## src/design/tbb_pkg.sv

```systemverilog
// tbb_pkg: shared constants of the tile bounding box builder
// no dependencies; used by the channel interfaces and the core

package tbb_pkg;

	// widths fixed by the stream fields
	localparam int TYPE_BITS  = 3;
	localparam int FIELD_BITS = 32;
	localparam int TYPE_COUNT = 6;

	// configuration port
	localparam int CFG_INDEX_BITS = 1;
	localparam int CFG_DATA_BITS  = 16;
	localparam int MASK_BITS      = 6;
	localparam int SIZE_BITS      = 16;

	localparam logic [CFG_INDEX_BITS-1:0] CFG_TYPE_MASK = 1'd0;
	localparam logic [CFG_INDEX_BITS-1:0] CFG_TILE_SIZE = 1'd1;

	localparam logic [MASK_BITS-1:0] TYPE_MASK_RESET = 6'd63;
	localparam logic [SIZE_BITS-1:0] TILE_SIZE_RESET = 16'd32;

endpackage

```

## src/design/tbb_particle_if.sv

```systemverilog
// tbb_particle_if: valid/ready channel carrying one particle per transfer
// depends on tbb_pkg for field widths

interface tbb_particle_if;
	logic                                  valid;
	logic                                  ready;
	logic        [tbb_pkg::TYPE_BITS-1:0]  particle_type;
	logic signed [tbb_pkg::FIELD_BITS-1:0] particle_mass;
	logic signed [tbb_pkg::FIELD_BITS-1:0] position_x;
	logic signed [tbb_pkg::FIELD_BITS-1:0] position_y;
	logic signed [tbb_pkg::FIELD_BITS-1:0] position_z;
	logic        [tbb_pkg::FIELD_BITS-1:0] kernel_radius;
	logic                                  last_particle;

	modport source (
		output valid, particle_type, particle_mass, position_x, position_y, position_z,
		output kernel_radius, last_particle,
		input  ready
	);
	modport sink (
		input  valid, particle_type, particle_mass, position_x, position_y, position_z,
		input  kernel_radius, last_particle,
		output ready
	);
endinterface

```

## src/design/tbb_tile_if.sv

```systemverilog
// tbb_tile_if: valid/ready channel carrying one tile record per transfer
// depends on tbb_pkg for field widths

interface tbb_tile_if #(
	parameter int POOL_BITS  = 24,
	parameter int COUNT_BITS = 16
);
	logic                                  valid;
	logic                                  ready;
	logic        [POOL_BITS-1:0]           tile_first;
	logic        [COUNT_BITS-1:0]          tile_count;
	logic signed [tbb_pkg::FIELD_BITS-1:0] low_x;
	logic signed [tbb_pkg::FIELD_BITS-1:0] low_y;
	logic signed [tbb_pkg::FIELD_BITS-1:0] low_z;
	logic signed [tbb_pkg::FIELD_BITS-1:0] high_x;
	logic signed [tbb_pkg::FIELD_BITS-1:0] high_y;
	logic signed [tbb_pkg::FIELD_BITS-1:0] high_z;
	logic        [tbb_pkg::FIELD_BITS-1:0] radius_max;
	logic                                  last_tile;
	logic        [POOL_BITS-1:0]           accepted_total;

	modport source (
		output valid, tile_first, tile_count, low_x, low_y, low_z, high_x, high_y, high_z,
		output radius_max, last_tile, accepted_total,
		input  ready
	);
	modport sink (
		input  valid, tile_first, tile_count, low_x, low_y, low_z, high_x, high_y, high_z,
		input  radius_max, last_tile, accepted_total,
		output ready
	);
endinterface

```

## src/design/tile_bounding_box_builder_core.sv

```systemverilog
// tile_bounding_box_builder_core: top level of the tile bounding box builder
// depends on tbb_pkg, tbb_particle_if, tbb_tile_if and tbb_box_update

// Takes curve-ordered particles, one per transfer, and groups the admitted ones
// (type bit set in type_mask, mass strictly positive) into tiles of tile_size
// particles, keeping per-axis min/max position and the largest kernel radius.
// A tile record goes out when a tile fills, or on the last particle while a
// partial tile is open; that record has last_tile set and accepted_total holds
// the stream total (saturating). An empty stream emits nothing. Throughput is
// one particle per cycle: a particle is registered in the input stage, where
// the compares against the running box update the tile state, and its record,
// if any, lands in the output register once that register is free. The
// input stage keeps taking particles while a record waits in the output
// register; only when both are occupied and the sink stalls does ready drop.
// The user must write configuration through cfg_we/cfg_index/cfg_data only
// between streams; the block itself does not enforce this. A tile_size of
// zero acts as one and sizes beyond the fill counter are capped at its maximum.

module tile_bounding_box_builder_core #(
	parameter int COORD_BITS = 32,
	parameter int COUNT_BITS = 16,
	parameter int POOL_BITS  = 24
) (
	input  logic                                clk,
	input  logic                                arst_n,
	input  logic                                cfg_we,
	input  logic [tbb_pkg::CFG_INDEX_BITS-1:0]  cfg_index,
	input  logic [tbb_pkg::CFG_DATA_BITS-1:0]   cfg_data,
	tbb_particle_if.sink                        particles,
	tbb_tile_if.source                          tiles
);
	// internal coordinate width, at most what the fields carry
	localparam int FW = tbb_pkg::FIELD_BITS;
	localparam int CW = (COORD_BITS < FW) ? COORD_BITS : FW;
	localparam int TW = tbb_pkg::TYPE_BITS;
	// width for comparing fill against the size register
	localparam int SW = (COUNT_BITS > tbb_pkg::SIZE_BITS) ? COUNT_BITS : tbb_pkg::SIZE_BITS;

	// configuration registers
	logic [tbb_pkg::MASK_BITS-1:0] type_mask_q;
	logic [tbb_pkg::SIZE_BITS-1:0] tile_size_q;

	always_ff @(posedge clk or negedge arst_n) begin
		if (!arst_n) begin
			type_mask_q <= tbb_pkg::TYPE_MASK_RESET;
			tile_size_q <= tbb_pkg::TILE_SIZE_RESET;
		end else if (cfg_we) begin
			case (cfg_index)
				tbb_pkg::CFG_TYPE_MASK: type_mask_q <= cfg_data[tbb_pkg::MASK_BITS-1:0];
				tbb_pkg::CFG_TILE_SIZE: tile_size_q <= cfg_data[tbb_pkg::SIZE_BITS-1:0];
				default: ;
			endcase
		end
	end

	// effective tile size: zero acts as one, capped at the fill counter maximum
	logic [SW-1:0] size_wide;
	logic [SW-1:0] size_cap;
	logic [SW-1:0] size_eff;

	assign size_wide = SW'(tile_size_q);
	assign size_cap  = SW'({COUNT_BITS{1'b1}});
	always_comb begin
		if (tile_size_q == '0) begin
			size_eff = SW'(1);
		end else if (size_wide > size_cap) begin
			size_eff = size_cap;
		end else begin
			size_eff = size_wide;
		end
	end

	// output register handshake
	logic out_valid_q;
	logic out_free;
	logic valid_s1;
	logic adv_s1;

	assign out_free        = !out_valid_q || tiles.ready;
	assign adv_s1          = valid_s1 && out_free;
	assign particles.ready = !valid_s1 || out_free;

	// input stage
	logic        [tbb_pkg::TYPE_BITS-1:0] type_s1;
	logic signed [FW-1:0]                 mass_s1;
	logic signed [CW-1:0]                 pos_s1 [3];
	logic        [CW-1:0]                 rad_s1;
	logic                                 last_s1;

	always_ff @(posedge clk or negedge arst_n) begin
		if (!arst_n) begin
			valid_s1 <= 1'b0;
		end else if (particles.ready) begin
			valid_s1 <= particles.valid;
		end
	end

	always_ff @(posedge clk) begin
		if (particles.ready && particles.valid) begin
			type_s1   <= particles.particle_type;
			mass_s1   <= particles.particle_mass;
			pos_s1[0] <= particles.position_x[CW-1:0];
			pos_s1[1] <= particles.position_y[CW-1:0];
			pos_s1[2] <= particles.position_z[CW-1:0];
			rad_s1    <= particles.kernel_radius[CW-1:0];
			last_s1   <= particles.last_particle;
		end
	end

	// tile state
	logic        [POOL_BITS-1:0]  acc_q;
	logic        [POOL_BITS-1:0]  start_q;
	logic        [COUNT_BITS-1:0] fill_q;
	logic        [CW-1:0]         radius_q;
	logic signed [CW-1:0]         low_q  [3];
	logic signed [CW-1:0]         high_q [3];

	// admission of the staged particle
	logic type_ok;
	logic mass_ok;
	logic admit;
	logic first;

	assign type_ok = (type_s1 < TW'(tbb_pkg::TYPE_COUNT))
		? type_mask_q[type_s1] : 1'b0;
	assign mass_ok = (mass_s1 != '0) && !mass_s1[FW-1];
	assign admit   = valid_s1 && type_ok && mass_ok;
	assign first   = (fill_q == '0);

	// box and radius after folding in the staged particle
	logic signed [CW-1:0] low_n  [3];
	logic signed [CW-1:0] high_n [3];
	logic        [CW-1:0] radius_n;

	for (genvar a = 0; a < 3; a++) begin : g_axis
		tbb_box_update #(
			.W(CW)
		) u_axis (
			.first     (first),
			.pos       (pos_s1[a]),
			.low       (low_q[a]),
			.high      (high_q[a]),
			.low_next  (low_n[a]),
			.high_next (high_n[a])
		);
	end

	assign radius_n = (first || rad_s1 > radius_q) ? rad_s1 : radius_q;

	// counters
	logic [COUNT_BITS-1:0] fill_n;
	logic [POOL_BITS-1:0]  acc_n;
	logic                  full;
	logic                  emit;

	assign fill_n = fill_q + COUNT_BITS'(1);
	assign acc_n  = (acc_q != '1) ? acc_q + POOL_BITS'(1) : acc_q;
	assign full   = admit && (SW'(fill_n) >= size_eff);
	// full tile, or stream end with a partial tile open
	assign emit   = full || (valid_s1 && last_s1 && (admit || !first));

	always_ff @(posedge clk or negedge arst_n) begin
		if (!arst_n) begin
			acc_q    <= '0;
			start_q  <= '0;
			fill_q   <= '0;
			radius_q <= '0;
		end else if (adv_s1) begin
			if (last_s1) begin
				// stream closes: counters return to zero
				acc_q    <= '0;
				start_q  <= '0;
				fill_q   <= '0;
				radius_q <= '0;
			end else if (full) begin
				acc_q    <= acc_n;
				start_q  <= start_q + POOL_BITS'(fill_n);
				fill_q   <= '0;
				radius_q <= radius_n;
			end else if (admit) begin
				acc_q    <= acc_n;
				fill_q   <= fill_n;
				radius_q <= radius_n;
			end
		end
	end

	// box registers are always opened by a tile's first particle
	always_ff @(posedge clk) begin
		if (adv_s1 && admit) begin
			for (int a = 0; a < 3; a++) begin
				low_q[a]  <= low_n[a];
				high_q[a] <= high_n[a];
			end
		end
	end

	// output register
	logic        [COUNT_BITS-1:0] count_q;
	logic signed [CW-1:0]         out_low_q  [3];
	logic signed [CW-1:0]         out_high_q [3];
	logic        [CW-1:0]         out_rad_q;
	logic        [POOL_BITS-1:0]  out_first_q;
	logic        [POOL_BITS-1:0]  out_acc_q;
	logic                         out_last_q;

	always_ff @(posedge clk or negedge arst_n) begin
		if (!arst_n) begin
			out_valid_q <= 1'b0;
		end else if (out_free) begin
			out_valid_q <= adv_s1 && emit;
		end
	end

	always_ff @(posedge clk) begin
		if (adv_s1 && emit) begin
			out_first_q <= start_q;
			out_last_q  <= last_s1;
			if (admit) begin
				count_q   <= fill_n;
				out_acc_q <= acc_n;
				out_rad_q <= radius_n;
				for (int a = 0; a < 3; a++) begin
					out_low_q[a]  <= low_n[a];
					out_high_q[a] <= high_n[a];
				end
			end else begin
				count_q   <= fill_q;
				out_acc_q <= acc_q;
				out_rad_q <= radius_q;
				for (int a = 0; a < 3; a++) begin
					out_low_q[a]  <= low_q[a];
					out_high_q[a] <= high_q[a];
				end
			end
		end
	end

	// coordinates sign-extended, radius zero-extended back to field width
	assign tiles.valid          = out_valid_q;
	assign tiles.tile_first     = out_first_q;
	assign tiles.tile_count     = count_q;
	assign tiles.low_x          = FW'(out_low_q[0]);
	assign tiles.low_y          = FW'(out_low_q[1]);
	assign tiles.low_z          = FW'(out_low_q[2]);
	assign tiles.high_x         = FW'(out_high_q[0]);
	assign tiles.high_y         = FW'(out_high_q[1]);
	assign tiles.high_z         = FW'(out_high_q[2]);
	assign tiles.radius_max     = FW'(out_rad_q);
	assign tiles.last_tile      = out_last_q;
	assign tiles.accepted_total = out_acc_q;

`ifndef SYNTHESIS
	// both stages occupied with a stalled sink must hold off the source
	a_stall_backpressure: assert property (@(posedge clk) disable iff (!arst_n)
		(valid_s1 && out_valid_q && !tiles.ready) |-> !particles.ready)
		else $error("input taken while both stages are blocked");

	// the end of a stream leaves no open tile and a cleared counter
	a_stream_clear: assert property (@(posedge clk) disable iff (!arst_n)
		(adv_s1 && last_s1) |=> (fill_q == '0 && acc_q == '0 && start_q == '0))
		else $error("tile state not cleared after last particle");

	// a record never describes an empty tile
	a_nonempty_tile: assert property (@(posedge clk) disable iff (!arst_n)
		out_valid_q |-> (count_q != '0))
		else $error("tile record with zero count");
`endif

endmodule

```

## src/design/tbb_box_update.sv

```systemverilog
// tbb_box_update: running min/max of one axis of a tile bounding box
// no dependencies

module tbb_box_update #(
	parameter int W = 32
) (
	input  logic                first,
	input  logic signed [W-1:0] pos,
	input  logic signed [W-1:0] low,
	input  logic signed [W-1:0] high,
	output logic signed [W-1:0] low_next,
	output logic signed [W-1:0] high_next
);
	// first particle of a tile opens the box at its own position
	assign low_next  = (first || pos < low)  ? pos : low;
	assign high_next = (first || high < pos) ? pos : high;
endmodule

```

## src/flat_wrapper.sv

```systemverilog
// flat-port wrapper written by rule: the top's interface ports become plain ports
module tile_bounding_box_builder_core_flat 
#(
	parameter int COORD_BITS = 32,
	parameter int COUNT_BITS = 16,
	parameter int POOL_BITS  = 24
)
  (clk, arst_n, cfg_we, cfg_index, cfg_data, particles_valid, particles_particle_type, particles_particle_mass, particles_position_x, particles_position_y, particles_position_z, particles_kernel_radius, particles_last_particle, particles_ready, tiles_valid, tiles_tile_first, tiles_tile_count, tiles_low_x, tiles_low_y, tiles_low_z, tiles_high_x, tiles_high_y, tiles_high_z, tiles_radius_max, tiles_last_tile, tiles_accepted_total, tiles_ready);
  tbb_particle_if particles_i ();
  tbb_tile_if #(.POOL_BITS(POOL_BITS), .COUNT_BITS(COUNT_BITS)) tiles_i ();
  input  logic clk;
  input  logic arst_n;
  input  logic cfg_we;
  input  logic [tbb_pkg::CFG_INDEX_BITS-1:0] cfg_index;
  input  logic [tbb_pkg::CFG_DATA_BITS-1:0] cfg_data;
  input wire logic [$bits(particles_i.valid)-1:0] particles_valid;
  input wire logic [$bits(particles_i.particle_type)-1:0] particles_particle_type;
  input wire logic [$bits(particles_i.particle_mass)-1:0] particles_particle_mass;
  input wire logic [$bits(particles_i.position_x)-1:0] particles_position_x;
  input wire logic [$bits(particles_i.position_y)-1:0] particles_position_y;
  input wire logic [$bits(particles_i.position_z)-1:0] particles_position_z;
  input wire logic [$bits(particles_i.kernel_radius)-1:0] particles_kernel_radius;
  input wire logic [$bits(particles_i.last_particle)-1:0] particles_last_particle;
  output wire logic [$bits(particles_i.ready)-1:0] particles_ready;
  output wire logic [$bits(tiles_i.valid)-1:0] tiles_valid;
  output wire logic [$bits(tiles_i.tile_first)-1:0] tiles_tile_first;
  output wire logic [$bits(tiles_i.tile_count)-1:0] tiles_tile_count;
  output wire logic [$bits(tiles_i.low_x)-1:0] tiles_low_x;
  output wire logic [$bits(tiles_i.low_y)-1:0] tiles_low_y;
  output wire logic [$bits(tiles_i.low_z)-1:0] tiles_low_z;
  output wire logic [$bits(tiles_i.high_x)-1:0] tiles_high_x;
  output wire logic [$bits(tiles_i.high_y)-1:0] tiles_high_y;
  output wire logic [$bits(tiles_i.high_z)-1:0] tiles_high_z;
  output wire logic [$bits(tiles_i.radius_max)-1:0] tiles_radius_max;
  output wire logic [$bits(tiles_i.last_tile)-1:0] tiles_last_tile;
  output wire logic [$bits(tiles_i.accepted_total)-1:0] tiles_accepted_total;
  input wire logic [$bits(tiles_i.ready)-1:0] tiles_ready;
  assign particles_i.valid = particles_valid;
  assign particles_i.particle_type = particles_particle_type;
  assign particles_i.particle_mass = particles_particle_mass;
  assign particles_i.position_x = particles_position_x;
  assign particles_i.position_y = particles_position_y;
  assign particles_i.position_z = particles_position_z;
  assign particles_i.kernel_radius = particles_kernel_radius;
  assign particles_i.last_particle = particles_last_particle;
  assign particles_ready = particles_i.ready;
  assign tiles_valid = tiles_i.valid;
  assign tiles_tile_first = tiles_i.tile_first;
  assign tiles_tile_count = tiles_i.tile_count;
  assign tiles_low_x = tiles_i.low_x;
  assign tiles_low_y = tiles_i.low_y;
  assign tiles_low_z = tiles_i.low_z;
  assign tiles_high_x = tiles_i.high_x;
  assign tiles_high_y = tiles_i.high_y;
  assign tiles_high_z = tiles_i.high_z;
  assign tiles_radius_max = tiles_i.radius_max;
  assign tiles_last_tile = tiles_i.last_tile;
  assign tiles_accepted_total = tiles_i.accepted_total;
  assign tiles_i.ready = tiles_ready;
  tile_bounding_box_builder_core #(.COORD_BITS(COORD_BITS), .COUNT_BITS(COUNT_BITS), .POOL_BITS(POOL_BITS)) u_core (.clk(clk), .arst_n(arst_n), .cfg_we(cfg_we), .cfg_index(cfg_index), .cfg_data(cfg_data), .particles(particles_i), .tiles(tiles_i));
endmodule
```

## config.mk

```make
export PLATFORM = sky130hd
export DESIGN_NAME = tile_bounding_box_builder_core_flat
export DESIGN_NICKNAME = d
export VERILOG_FILES = /design/src/design/tbb_pkg.sv /design/src/design/tbb_particle_if.sv /design/src/design/tbb_tile_if.sv /design/src/design/tile_bounding_box_builder_core.sv /design/src/design/tbb_box_update.sv /design/src/flat_wrapper.sv
export SDC_FILE = /design/constraint.sdc
export NUM_CORES = 1
export LEC_CHECK = 0
export ABC_CLOCK_PERIOD_IN_PS = 12100
export BUFFER_PORTS_ARGS = -buffer_cell sky130_fd_sc_hd__buf_2
export CORE_MARGIN = 3
export CORE_UTILIZATION = 53
export DETAILED_ROUTE_END_ITERATION = 6
export GPL_TIMING_DRIVEN = 0
export PLACE_DENSITY_LB_ADDON = 0.12
export SETUP_SLACK_MARGIN = 0.5
export SLEW_MARGIN = 20
export SYNTH_ARGS = -nofsm -noshare
export SYNTH_HDL_FRONTEND = slang
export SYNTH_SLANG_ARGS = --single-unit
```

## constraint.sdc

```tcl
create_clock -name clk -period 12.1 [get_ports clk]
set_input_delay 0.605 -clock clk [delete_from_list [all_inputs] [get_ports clk]]
set_output_delay 0.605 -clock clk [all_outputs]
set_load 0.05 [all_outputs]
```

==> results of run 1 <==
[state kept, by name (all words and copies together), names as in the netlist, 3 cells and up]
register                     count
u_core.acc_q                    24
u_core.fill_q                   16
u_core.high_q                   96
u_core.low_q                    96
u_core.mass_s1                  32
u_core.out_high_q               96
u_core.out_low_q                96
u_core.pos_s1                   96
u_core.rad_s1                   32
u_core.radius_q                 32
u_core.size_wide                16
u_core.start_q                  24
u_core.tiles.accepted_total     24
u_core.tiles.radius_max         32
u_core.tiles.tile_count         16
u_core.tiles.tile_first         24
u_core.type_mask_q               6
u_core.type_s1                   3
[per-layer routing]
| layer | GRT usage | share of wire | up-vias | wire length, µm |
|---|---|---|---|---|
| met5 | 0 | 0.00073 | - | 72 |
| met4 | 0.0848 | 0.032 | 10 | 3130 |
| met3 | 0.0581 | 0.078 | 187 | 7640 |
| met2 | 0.440 | 0.48 | 981 | 47300 |
| met1 | 0.348 | 0.41 | 12783 | 40300 |
| li1 | - | - | 12249 | - |
[stage by stage]
step                      area [µm²]  setup TNS [ns]  hold slack [ns]
final                          43900               0            0.151
after global routing           43900               0            0.112
after CTS                      43900               0            0.109
after detailed placement       41200               0            0.444
after global placement         40500         -700.10            0.440
after floorplan                36900               0            0.309
[worst paths after layout]
path | end | slack, ns | depth (start not counted)
min reg2reg | u_core.tiles.tile_first[16] | 0.46 | 0
min | u_core.rad_s1[25] | 0.15 | 1
max in group asynchronous | u_core.size_wide[5] | 10.91 | 3
max reg2reg | u_core.tiles.accepted_total[19] | 6.62 | 18
min in group asynchronous | u_core.radius_q[14] | 0.43 | 2
max | u_core.tiles.accepted_total[19] | 6.62 | 18
[cell usage in the layout (no fill, tap or decap), drive strengths merged, types with 7 or more instances in the layout]
cell and instances:
a211oi 12, a21o 23, a21oi 165, a221o 35, a22o 36, a31oi 16, a32o 9, and2 43
and3 17, and4 8, buf 554, clkbuf 190, clkinv 28, dfrtp 113, dfstp 7, edfxtp 645
ha 253, inv 252, mux2 91, mux2i 94, nand2 263, nand2b 11, nand3 70, nand4 35
nor2 119, nor2b 12, nor3 20, nor4 23, o211ai 9, o21a 10, o21ai 305, o31ai 31
xnor2 42, xor2 34
[logic make-up (layout without fill, tap and decap cells)]
family	count (synthesis)	in the layout	share of synthesized area
simple gates	639	639	0.0815
xor+xnor	76	76	0.0180
other cells	0	6	0
compound gates	687	687	0.113
fa+ha+maj	254	254	0.0863
mux	186	186	0.0539
buf+inv	379	1037	0.0411
flops	765	765	0.606
[layout make-up]
| type | count | area, µm² | area share |
|---|---|---|---|
| sequential | 765 | 22400 | 0.509 |
| buffer | 130 | 583 | 0.0133 |
| tap | 931 | 1160 | 0.0265 |
| clock inverter | 43 | 422 | 0.00960 |
| clock buffer | 109 | 2260 | 0.0513 |
| multi-input combinational | 1842 | 13100 | 0.297 |
| antenna | 6 | 15.0 | 0.000342 |
| inverter | 249 | 935 | 0.0213 |
| timing repair buffer | 506 | 3130 | 0.0712 |
[timing repair]
item,in CTS,in global routing
endpoints found under the setup margin,0,0
hold endpoints to repair,22,0
hold buffers,1,0
[critical path: stages (launching register included)]
cell and delay, ns:
dfrtp_1 0.32, clkbuf_1 0.28, nand3_1 0.24, nor3_1 0.41, and3_1 0.21, clkbuf_1 0.21, nand3_1 0.24, nor2_1 0.23
xor2_1 0.29, ha_1 0.30, and4_1 0.20, a221o_1 0.31, a21oi_1 0.35, nand2b_1 0.31, clkbuf_1 0.48, a21oi_4 0.27
buf_8 0.24, buf_16 0.17, buf_16 0.17
[power by group]
part / internal, W / switching, W / total [W]
clock: 0.00145 / 0.00106 / 0.00251
combinational: 0.000244 / 0.000424 / 0.000667
sequential: 0.00299 / 0.0000658 / 0.00306
total: 0.00469 / 0.00155 / 0.00623
==> results.md, run 1 <==
- Vias: 26210
- Most frequent cell after synthesis: edfxtp_1
- Seq/Total Area, Yosys: 0.606
- GPL Wtd Cong: 0.904
- Worst-path clk slew: 0.06 ns
- Crit. Startpoint: u_core.fill_q[2]
- Postcts setup bufs: 0
- Detailed placement HPWL: roughly 72 mm
- Mapped Area: 0.0369 mm²
- Core footprint: between 0.06 and 0.07 mm²
- WP data arrival: between 5 and 6 ns
- Antenna violations before repair: 12
- Setup WS pre-CTS: between 6 and 7 ns
- Global-route wire length before repair: 151 mm
- Avg Vias per Cell: ~5.7
- F_max: about 180 MHz
- Yosys cell types: between 70 and 80
- Ys async rst share: 0.157
- Crit-path max FO: 19
- Synth top cells by count: edfxtp_1 (645), o21ai_0 (278), nand2_1 (263), ha_1 (253), inv_1 (249)
- Initial DRT Pass Iterations: 7
- Final Skew: 0.0183 ns
- Die X: around 270 µm
- Tot Pwr: between 0.006 and 0.007 W
- Period utilisation layout: 0.453
- PortBufs: 476
- Grt total ovfl: 0
- WL/cell: 21.5 µm
- Highest ir drop seen on vdd: around 0.13 mV
- Final worst slack: between 6 and 7 ns
- PD cells: 142 mW/mm²
- Fin. Hold Viols: 0
- Largest net degree at the start of global routing: between 90 and 100
- Tot GR Track Use: 0.265
- CP startpoint kind: register
- Slew Viols, Final: 0
- Cells after DPL: 4422
- Iter 0 DRT Violations: ~2100
- Total CTS buffers: 82
- Tmin final: about 5.5 ns
- FF+latch count, synth: 765
- Worst r2r src: u_core.fill_q[2]
- Number of global-route vias before repair: 26204
- Worst-case clock buffer depth: 3
- # fillers: ~5300
- CTS tree: done
- Maximum level of the CTS H-tree: 3
- Area contributors post-synth: edfxtp_1 (52%), ha_1 (8.6%), dfrtp_1 (7.7%)
- Post-Route WL: a little under 100 mm
- Row Count: 96
- Worst slew pin tran: about 1.1 ns
- Layout cells sized above 1: 0.211
- Number of synthesized flops with an enable pin: ~650
- Synth top area share: 0.525
- Max_cap viols: 0
- Worst-skew pair later-pin latency: 0.63 ns
- Syn_nets: 3426
- Violated checks: DRC
- RSZ-0062 raised after global routing: false
- Final non-filler cell total: 4581
- Synth area leader: edfxtp_1
- Status: finished, violations left
- Final Core Density: 0.638
- Crit Path Category: reg -> reg
- Final Setup Violations: 0
- Relative slew slack: 0.237
- Yosys warnings: 0
- Lkg Pwr: 18.1 nW
- I/O pin total: 477
- Chip height: 270 µm
- Routed Antenna Nets: 0
- Net count, final: 4016
- HP Start: particles_kernel_radius[25]
- Die ar.: about 0.073 mm²
- Area grow syn2layout: 19.0%
- Hold Path Class: in -> reg
- WP data required: 12.48 ns
- Number of remaining DRC errors: 8
- Cells after synthesis: about 3000
- Initial Util: 0.536
- Synth Flop Type: edfxtp_1
- # resized after CTS: 0
- Mean Syn Cell Area: approximately 12 µm²
- CTS sink cnt: approximately 770
- Worst Setup End Kind: register
- Root Driver: clkbuf_16
(Power assumes the default switching activity.)
==> inputs of run 2 (changes only) <==
- ABC_CLOCK_PERIOD_IN_PS: 12100 -> 5100
- CORE_UTILIZATION: 53 -> 58
- clock period: 12.1 -> 5.1 ns (I/O delays scaled with it)
==> run 2 against run 1 <==
  * Largest cell class unchanged
  * Highest routed layer unchanged
  * Maximum frequency is 24% higher
  * Non-clock buffer count is 183 higher
  * Cell area is 4.1% higher
  * Sequential share of layout area is 2.0 points lower
  * Critical path depth stayed put
  * Utilization is 9.6 points higher
  * The run now ends clean
  * Hold slack worse by 0.097 ns
  * Clock power is 130% higher
  * Clock skew is 0.0056 ns higher
  * Setup slack worse by 5.9 ns
==> results.md, run 2 (synthesized netlist as in run 1, its figures left out) <==
- Number of remaining DRC errors: 0 (-8)
- Comb power frac: 0.116 (+0.009)
- Routed Antenna Nets: 0 (unchanged)
- WL/cell: 22.1 µm (+2.7%)
- Worst-skew pair later-pin latency: 0.63 ns (about the same)
- Post-Route WL: 103 mm (+4.6%)
- Die ar.: 0.0667 mm² (-8.4%)
- Grt total ovfl: 0 (unchanged)
- M1 WL: 39.8 mm (-1.2%)
- Max_cap viols: 0 (unchanged)
- Worst slew pin tran: 0.990 ns (-0.144 ns)
- Crit Path Category: reg -> reg
- I/O pin total: 477 (unchanged)
- Vias: 27667 (+5.6%)
- Register area: 0.0224 mm² (about the same)
- Antenna violations before repair: 5 (-7)
- WL met3: 8.67 mm (+13%)
- Int Pwr: 0.0111 W (+140%)
- PD cells: 325 mW/mm² (+130%)
- Crit-path leading delay family: buffers and inverters
- Root Driver: clkbuf_16
- Detailed placement HPWL: 71.5 mm (-1.2%)
- Fin. Hold Viols: 0 (unchanged)
- # fillers: 4099 (-22%)
- F_max: 226 MHz (+24%)
- Part of the power in registers: 0.489 (-0.002)
- Final Skew: 0.0239 ns (+0.00560 ns)
- WP data arrival: 4.80 ns (-1.06 ns)
- Worst-path clk slew: 0.06 ns (about the same)
- Layout cells sized above 1: 0.209 (-0.00157)
- Net count, final: 4197 (+4.5%)
- CP Buf/Inv Count: 6 (unchanged)
- PortBufs: 476 (unchanged)
- WP data required: 5.48 ns (-7.00 ns)
- Commonest non-fill, non-tap cell in the layout: edfxtp_1
- Multi-input logic area: 0.0132 mm² (+1.2%)
- Maximum level of the CTS H-tree: 3 (unchanged)
- Top layer in use: met5
- Lkg Pwr: 18.9 nW (+4.5%)
- Worst-case clock buffer depth: 3 (unchanged)
- Avg Vias per Cell: 5.93 (+3.7%)
- Slowest Stage Delay on Critical Path: 0.41 ns (-0.07 ns)
- Worst Setup End Kind: register
- RSZ-0062 raised after global routing: false
- CTS sink cnt: 765 (unchanged)
- Die X: 258 µm (-4.3%)
- Top cell by count, worst path: buf_16
- Initial Util: 0.593 (+0.0564)
- P_sw: 0.00375 W (+140%)
- Total CTS buffers: 80 (-2.4%)
- Chip height: 258 µm (-4.3%)
- GPL Wtd Cong: 0.931 (+3.0%)
- Initial DRT Pass Iterations: 6 (-1)
- Status: completed
- Switching Share: 0.252 (+0.00382)
- Area grow syn2layout: 23.9%
- Hold Path Class: in -> reg
- Fin Hold WS: 0.0545 ns (-0.0968 ns)
- Number of global-route vias before repair: 28105 (+7.3%)
- Crit-path max FO: 21 (+2)
- Row Count: 91 (-5.2%)
- Iter 0 DRT Violations: 2409 (+15%)
- Highest ir drop seen on vdd: 0.303 mV (+130%)
- Period utilisation layout: 0.867 (+0.414)
- Slowest cell on the critical path: a221o_1
- Relative slew slack: 0.340 (+0.103)
- Tmin final: 4.42 ns (-1.06 ns)
- Final Setup Violations: 0 (unchanged)
- CTS tree: done
- Met2 routed WL: 49.7 mm (+5.2%)
- Clock power frac: 0.396 (-0.006)
- Cell Chain, Critical Path: clkbuf_2 > nand3_2 > nor3_2 > and3_1 > clkbuf_2 > nand3_1 > xnor2_2 > ha_1 > a21oi_1 > o21ai_0 > a221o_1 > a21oi_4 > nand2b_4 > clkbuf_4 > a21oi_4 > buf_16 > buf_16 > buf_16
- Largest net degree at the start of global routing: 64 (-31%)
- Core footprint: 0.0623 mm² (-9.5%)
- Slew Viols, Final: 0 (unchanged)
- CP startpoint kind: register
- Global-route wire length before repair: 158 mm (+4.4%)
- Commonest cells after routing, fill and taps aside: edfxtp_1 (645), buf_2 (505), o21ai_0 (277)
- Tot GR Track Use: 0.304 (+0.0391)
- Final setup TNS: 0 ns (unchanged)
-- run 2: routing by layer --
layer,vias up,GRT usage
li1,12599,-
met1,13488,0.386
met2,1322,0.508
met3,256,0.0601
met4,2,0.137
met5,-,0
-- run 2: power by group through the flow --
stage	logic [W]	registers [W]	clock network (W)
2_1_floorplan	0.000901	0.00747	0
3_3_place_gp	0.00146	0.00740	0
3_5_place_dp	0.00157	0.00738	0
4_1_cts	0.00170	0.00726	0.00594
5_1_grt	0.00187	0.00728	0.00620
6_report	0.00172	0.00727	0.00588
-- run 2: final cells by class --
class                      count  share of cell area
antenna                        4            0.000219
buffer                       130              0.0130
clock buffer                  96              0.0455
clock inverter                53              0.0116
inverter                     249              0.0204
multi-input combinational   1842               0.289
sequential                   765               0.489
tap                          837              0.0229
timing repair buffer         689               0.108
-- run 2: through the flow --
step,cell area (µm²),setup WS (ns),instances,utilization,total power [W]
floorplan,37100,-0.964,2986,-,0.00837
global placement,40500,-2.96,4299,0.651,0.00887
detailed placement,41200,0.332,4327,0.662,0.00896
CTS,45700,0.605,4661,0.734,0.0149
global route,45700,0.515,4662,0.734,0.0154
finish,45700,0.677,4665,0.734,0.0149
-- run 2: final timing paths --
check | start | endpoint | slack [ns] | depth (start not counted)
min in group asynchronous | arst_n | u_core.size_wide[9] | 0.18 | 2
max in group asynchronous | arst_n | u_core.fill_q[0] | 4.16 | 3
max reg2reg | u_core.fill_q[2] | u_core.tiles.radius_max[4] | 0.68 | 18
min | tiles_ready | u_core.tiles.valid | 0.05 | 3
max | u_core.fill_q[2] | u_core.tiles.radius_max[4] | 0.68 | 18
min reg2reg | u_core.start_q[16] | u_core.tiles.tile_first[16] | 0.47 | 0
-- run 2: worst reg2reg max path: cells and delay by family, from the launching register on --
family	cells	cell delay [ns]
compound gates	5	1.00
xor+xnor	1	0.35
simple gates	5	0.99
buf+inv	6	1.19
flops	1	0.32
fa+ha+maj	1	0.31
-- run 2: repair_timing --
action                                  4_1_cts  5_1_grt
pin swaps                                     1        1
buffers inserted                              2        0
resized for setup                             0        3
endpoints found under the setup margin       23       84
hold buffers                                183        0
hold endpoints to repair                    244        0
gates cloned                                  0        0
